`src/hdl/tsl_pkg.sv`:
```
package tsl_pkg;

  // pixels in one strip, and in one line buffer word
  localparam int STRIP_PIXELS = 8;
  localparam int WORD_W       = 64;

  // attribute bits
  localparam int ATTR_DEFER_BIT  = 15;
  localparam int ATTR_PAL_HI     = 14;
  localparam int ATTR_PAL_LO     = 13;
  localparam int ATTR_MIRROR_BIT = 11;

  typedef enum logic [1:0] {
    ACT_CLEAR  = 2'd0,
    ACT_DRAW   = 2'd1,
    ACT_COMMIT = 2'd2,
    ACT_READ   = 2'd3
  } tsl_action_t;

  // one strip, as drawn or as held in the deferred queue
  typedef struct packed {
    logic [31:0] pattern;
    logic [8:0]  x;
    logic        mirror;
    logic [1:0]  palette;
  } tsl_strip_t;

endpackage

```
`src/hdl/tsl_strip_place.sv`:
```
module tsl_strip_place
  import tsl_pkg::*;
#(
  parameter int LINE_PIXELS = 512
) (
  input  logic                                strip_en,
  input  tsl_strip_t                          strip,
  output logic [1:0][$clog2(LINE_PIXELS)-5:0] wr_addr,
  output logic [1:0][WORD_W-1:0]              wr_data,
  output logic [1:0][STRIP_PIXELS-1:0]        wr_be
);

  localparam int BANK_AW = $clog2(LINE_PIXELS) - 4;

  logic [STRIP_PIXELS-1:0][3:0] nib;
  logic [STRIP_PIXELS-1:0][9:0] pos;
  logic [WORD_W-1:0]            strip_data;
  logic [STRIP_PIXELS-1:0]      strip_be;
  logic [2*WORD_W-1:0]          win_data;
  logic [2*STRIP_PIXELS-1:0]    win_be;
  logic [5:0]                   word0;
  logic [5:0]                   addr_lo;
  logic [5:0]                   addr_hi;

  // pixel j lands at x + j
  always_comb begin
    for (int j = 0; j < STRIP_PIXELS; j++) begin
      nib[j] = strip.mirror ? strip.pattern[j*4 +: 4]
                            : strip.pattern[(STRIP_PIXELS-1-j)*4 +: 4];
      pos[j] = {1'b0, strip.x} + 10'(j);
      strip_data[j*8 +: 8] = {2'b00, strip.palette, nib[j]};
      strip_be[j] = strip_en && (nib[j] != 4'd0) && (int'(pos[j]) < LINE_PIXELS);
    end
  end

  // align to the word grid: low half goes to word0, high half to word0 + 1
  assign win_data = {{WORD_W{1'b0}}, strip_data} << {strip.x[2:0], 3'b000};
  assign win_be   = {{STRIP_PIXELS{1'b0}}, strip_be} << strip.x[2:0];
  assign word0    = strip.x[8:3];
  assign addr_lo  = {1'b0, word0[5:1]};
  assign addr_hi  = addr_lo + 6'd1;

  always_comb begin
    if (!word0[0]) begin
      wr_addr[0] = BANK_AW'(addr_lo);
      wr_data[0] = win_data[WORD_W-1:0];
      wr_be[0]   = win_be[STRIP_PIXELS-1:0];
      wr_addr[1] = BANK_AW'(addr_lo);
      wr_data[1] = win_data[2*WORD_W-1:WORD_W];
      wr_be[1]   = win_be[2*STRIP_PIXELS-1:STRIP_PIXELS];
    end else begin
      wr_addr[1] = BANK_AW'(addr_lo);
      wr_data[1] = win_data[WORD_W-1:0];
      wr_be[1]   = win_be[STRIP_PIXELS-1:0];
      wr_addr[0] = BANK_AW'(addr_hi);
      wr_data[0] = win_data[2*WORD_W-1:WORD_W];
      wr_be[0]   = win_be[2*STRIP_PIXELS-1:STRIP_PIXELS];
    end
  end

endmodule

```
`config.mk`:
```
export PLATFORM = sky130hd
export DESIGN_NAME = tsl_strip_place
export DESIGN_NICKNAME = d
export VERILOG_FILES = /design/src/hdl/tsl_pkg.sv /design/src/hdl/tsl_strip_place.sv
export SDC_FILE = /design/constraint.sdc
export NUM_CORES = 1
export LEC_CHECK = 0
export BUFFER_PORTS_ARGS = -buffer_cell sky130_fd_sc_hd__buf_2
export CORE_MARGIN = 2
export CORE_UTILIZATION = 47
export DETAILED_ROUTE_END_ITERATION = 8
export PLACE_DENSITY = 0.86
export RECOVER_POWER = 100
export REMOVE_ABC_BUFFERS = 1
export SYNTH_ARGS = -nofsm -noshare
export SYNTH_HDL_FRONTEND = slang
export SYNTH_SLANG_ARGS = --single-unit
```
`constraint.sdc`:
```
create_clock -name vclk -period 3.6
set_clock_uncertainty 0.15 [all_clocks]
set_input_delay 0.72 -clock vclk [all_inputs]
set_output_delay 0.72 -clock vclk [all_outputs]
set_load 0.02 [all_outputs]
```
==> out/metrics.csv, run 1 <==
metric,value,unit
outcome,completed,
gr-usage-all-layers,0.2850,
diodes,0,
synth_area_leaders,"mux2i_1, buf_4, mux4_2",
holdPathStages,2,
final.period_utilization,0.9692,
wl_per_cell,17.19,um
synth_top_cell_area_share,0.1043,
combPwrFrac,1.000,
seqPwrFrac,0,
p_total,0.8345,mW
multi_input_area,0.003363,mm2
cp_max_fo,5,
grt_max_degree,43,
critPathKind,in -> out,
die_x,94.38,um
syn_to_final_growth,18.48,%
synthAdderAreaFrac,0.006519,
synth-compound-area-share,0.2272,
slew_violations,0,
grt_pass1_wl,20840,um
hpwlAfterDp,10860,um
clkbuf_count,0,
overflow,0,
netlist_area,0.003839,mm2
rows,32,
yosys_warnings,0,
vias,4622,
syn_avg_cell_area,7.148,um2
hp-start,strip[11],
p_leak,2.041,nW
hold_class,in -> out,
ant_nets,0,
cp-start-kind,primary input,
whs,1576,ps
ys_types,55,
yosys.area.top_type,mux2i_1,
required,2730,ps
yosys.area_share.simple,0.2683,
die-area,0.008907,mm2
slew-limit-headroom,0.4291,
irDropWorstVdd,0.08268,mV
pin_count,199,
finalSetupTns,0,ps
cp-end-kind,primary output,
power_density,183.5,mW/mm2
p_sw,0.5474,mW
gp_congestion,0.9261,
hold_end,wr_addr[9],
final-setup-viol-count,0,
antenna_found_initial,0,
synth_seq_area_share,0,
postCtsSetupBuffers,0,
intPower,0.2871,mW
seq_area,0,um2
final_cell_area,0.004548,mm2
synth_common_cells,"o21ai_0, nand2_1, buf_4",
grt_setup_unrepaired,no,
synth_xor_area_frac,0.02771,
synth_most_common_cell,o21ai_0,
hold_viol_final,0,
nets,728,
via_per_inst,5.918,
die_h,94.38,um
grt_pass1_vias,4124,
n_fill_cell,789,
synth_top_family_by_area,multiplexers,
synthMuxAreaShare,0.3136,
worst_pin_slew,855.9,ps
wirelength,13430,um
core-area,0.007807,mm2
p_clk_frac,0,
dr.pass1.iters,5,
drive_above_1_share,0.2872,
drc,0,
start_util,0.4917,
worstPathArrival,2620,ps
fmax,0.2866,GHz
syn_inst,537,
cap_violations,0,
switching_share,0.6560,
seq_cells,0,
fin_crit,3489,ps
place_area,0.004619,mm2
portBuffers,167,
dr.first_iter.drc_count,353,
==> cell type report <==
type,count,area share
Timing Repair Buffer,196,0.2201
Tap cell,102,0.02806
Multi-Input combinational cell,468,0.7395
Inverter,15,0.01238
==> how the worst max path moves through the flow <==
stage,from,end,slack (ps),depth (start not counted)
3_5_place_dp,strip[2],wr_data[0],130,7
3_3_place_gp,strip[2],wr_be[14],160,8
5_1_grt,strip[4],wr_data[8],40,8
2_1_floorplan,strip[6],wr_be[8],170,4
6_report,strip[23],wr_be[0],110,7
4_1_cts,strip[2],wr_data[0],110,7
==> cells in the final DEF, fill, tap and decap left out, types with 14 or more instances in the layout <==
cell type	n
nor2b_1	20
nor3_1	15
clkbuf_1	58
clkbuf_2	25
o21ai_0	58
inv_1	14
and2_0	15
nand3_1	26
mux2i_1	40
nor2_1	33
buf_4	22
a21oi_1	31
mux2_2	16
o22ai_1	15
conb_1	32
buf_2	86
nand2_1	52
==> per-stage QoR <==
stage / util / setup WS [ps] / instances
6_report: 0.5825 / 110.9 / 781
3_3_place_gp: 0.5917 / 161.1 / 781
2_1_floorplan: - / 166.7 / 483
5_1_grt: 0.5825 / 44.32 / 781
3_5_place_dp: 0.5917 / 128.1 / 781
4_1_cts: 0.5917 / 107.6 / 781
==> routing by layer <==
| metal | global-route usage | share of wire | wire length [um] |
|---|---|---|---|
| met1 | 0.4083 | 0.44 | 5947 |
| met2 | 0.4774 | 0.48 | 6386 |
| met3 | 0.02394 | 0.072 | 968 |
| met4 | 0.04348 | 0.0093 | 125 |
| met5 | 0 | 0 | 0 |
==> critical path, cell delays in order <==
cell	delay, ps
buf_2	150
or4_4	590
mux2i_4	250
nor3_1	110
nor3_1	430
o211ai_1	180
clkbuf_2	190
==> power groups by stage <==
stage / logic [mW] / registers, mW / clock network (mW)
detailed placement: 0.839 / 0 / 0
CTS: 0.842 / 0 / 0
floorplan: 0.523 / 0 / 0
global route: 0.898 / 0 / 0
global placement: 0.822 / 0 / 0
finish: 0.834 / 0 / 0
==> logic make-up after synthesis <==
| group | count (synthesis) |
|---|---|
| mux | 84 |
| other cells | 1 |
| compound gates | 143 |
| fa+ha+maj | 2 |
| simple gates | 197 |
| buf+inv | 100 |
| xor+xnor | 10 |
==> what timing repair did <==
item / in CTS / in global routing
hold buffers: 0 / 0
resized for setup: 0 / 3
setup endpoints to repair: 0 / 6
endpoints found under the hold margin: 0 / 0
Note: power is estimated with default switching activity, not from simulation.
==> run 2, diff against run 1 <==
--- a/config.mk
+++ b/config.mk
@@ -7,9 +7,9 @@
 export LEC_CHECK = 0
 export BUFFER_PORTS_ARGS = -buffer_cell sky130_fd_sc_hd__buf_2
 export CORE_MARGIN = 2
-export CORE_UTILIZATION = 47
+export CORE_UTILIZATION = 44
 export DETAILED_ROUTE_END_ITERATION = 8
-export PLACE_DENSITY = 0.86
+export PLACE_DENSITY = 0.84
 export RECOVER_POWER = 100
 export REMOVE_ABC_BUFFERS = 1
 export SYNTH_ARGS = -nofsm -noshare
==> constraint.sdc (replaced) <==
create_clock -name vclk -period 2.81
set_clock_uncertainty 0.15 [all_clocks]
set_input_delay 0.562 -clock vclk [all_inputs]
set_output_delay 0.562 -clock vclk [all_outputs]
set_load 0.02 [all_outputs]
==> run 2 against run 1 <==
The run now ends with negative setup slack left; total power increased by 74%; flip-flop and latch count unchanged; die area increased by 6.5%; wire length increased by 23%; first-iteration DRC count decreased by 4.5%; non-clock buffer count increased by 95; combinational power increased by 74%; global-route usage increased by 2.8 points; clock-buffer cell count unchanged; critical endpoint is now wr_be[4].
==> out/metrics.csv, run 2 (synthesis gave the netlist of run 1 again) <==
metric,value,unit
clkbuf_count,0,
grt_max_degree,44,
cp_max_fo,4,
antenna_found_initial,0,
drc,0,
gp_congestion,1.039,
final.period_utilization,1.082,
p_sw,0.8350,mW
grt_pass1_wl,24910,um
n_fill_cell,700,
final_cell_mix,"buf_4, buf_2, nand2_1",
ant_nets,0,
finalSetupTns,-5579,ps
die-area,0.009488,mm2
hold_class,in -> out,
required,2100,ps
drive_above_1_share,0.5349,
nets,823,
worst_pin_slew,507.4,ps
whs,1268,ps
core-area,0.008593,mm2
syn_to_final_growth,58.02,%
vias,5237,
worstPathArrival,2330,ps
wirelength,16520,um
wl_per_cell,18.73,um
cp-end-kind,primary output,
hpwlAfterDp,11920,um
fin_crit,3040,ps
seq_area,0,um2
seqPwrFrac,0,
pin_count,199,
p_clk_frac,0,
cts_hold_buffers,0,
combPwrFrac,1.000,
intPower,0.6156,mW
violations,negative setup slack,
rows,34,
diodes,0,
grt_setup_unrepaired,yes,
cp-start-kind,primary input,
critPathKind,in -> out,
slew_violations,0,
timing.final.ws_setup,-230.0,ps
portBuffers,167,
die_h,97.41,um
power_density,239.1,mW/mm2
via_per_inst,5.938,
hold_viol_final,0,
fmax,0.3289,GHz
layout_commonest_cell,buf_4,
die_x,97.41,um
outcome,"complete, but fails checks",
irDropWorstVdd,0.1357,mV
overflow,0,
grt_pass1_vias,4868,
start_util,0.4467,
seq_cells,0,
dr.first_iter.drc_count,337,
slew-limit-headroom,0.6605,
p_leak,2.797,nW
switching_share,0.5756,
cap_violations,0,
gr-usage-all-layers,0.3128,
dp_slack,-252.3,ps
dr.pass1.iters,5,
final-setup-viol-count,63,
## run 2: worst paths after layout
path	start	end	slack [ps]	depth (start not counted)
max	strip[31]	wr_be[4]	-230	7
min	strip[11]	wr_addr[9]	1270	2
## run 2: power groups by stage
stage / logic, mW / clock network, mW / registers [mW]
2_1_floorplan: 0.670 / 0 / 0
3_3_place_gp: 1.16 / 0 / 0
3_5_place_dp: 1.19 / 0 / 0
4_1_cts: 1.34 / 0 / 0
5_1_grt: 1.53 / 0 / 0
6_report: 1.45 / 0 / 0
## run 2: worst max-delay path, cell delays in order
cell	delay [ps]
buf_6	90
or4_4	590
mux2i_4	300
o22ai_1	120
a221o_1	350
o2bb2ai_1	140
buf_4	160
## run 2: routing by layer
layer | global-route usage | vias up | share of wire
li1 | - | 2367 | -
met1 | 0.4043 | 2496 | 0.39
met2 | 0.5469 | 326 | 0.50
met3 | 0.04173 | 48 | 0.086
met4 | 0.08547 | 0 | 0.029
met5 | 0 | - | 0
## run 2: what timing repair did
action | 4_1_cts | 5_1_grt
setup endpoints to repair | 88 | 86
cloned | 1 | 1
pin swaps | 27 | 22
setup buffers | 14 | 6
hold endpoints to repair | 0 | 0
gates resized for setup | 154 | 79
## run 2: area by class of cell
type               count  area, um2  area share
inverters             15      56.30    0.009282
multi-input cells    468       3776      0.6225
well taps            108      135.1     0.02228
repair buffers       291       2098      0.3459
## run 2: stage by stage
| step | instances | utilization | power, mW | instance area (um2) |
|---|---|---|---|---|
| after floorplan | 483 | - | 0.6695 | 3413 |
| after global placement | 866 | 0.6133 | 1.162 | 5270 |
| after detailed placement | 866 | 0.6133 | 1.187 | 5270 |
| after CTS | 878 | 0.6781 | 1.343 | 5827 |
| after global routing | 882 | 0.7059 | 1.532 | 6066 |
| final | 882 | 0.7059 | 1.451 | 6066 |
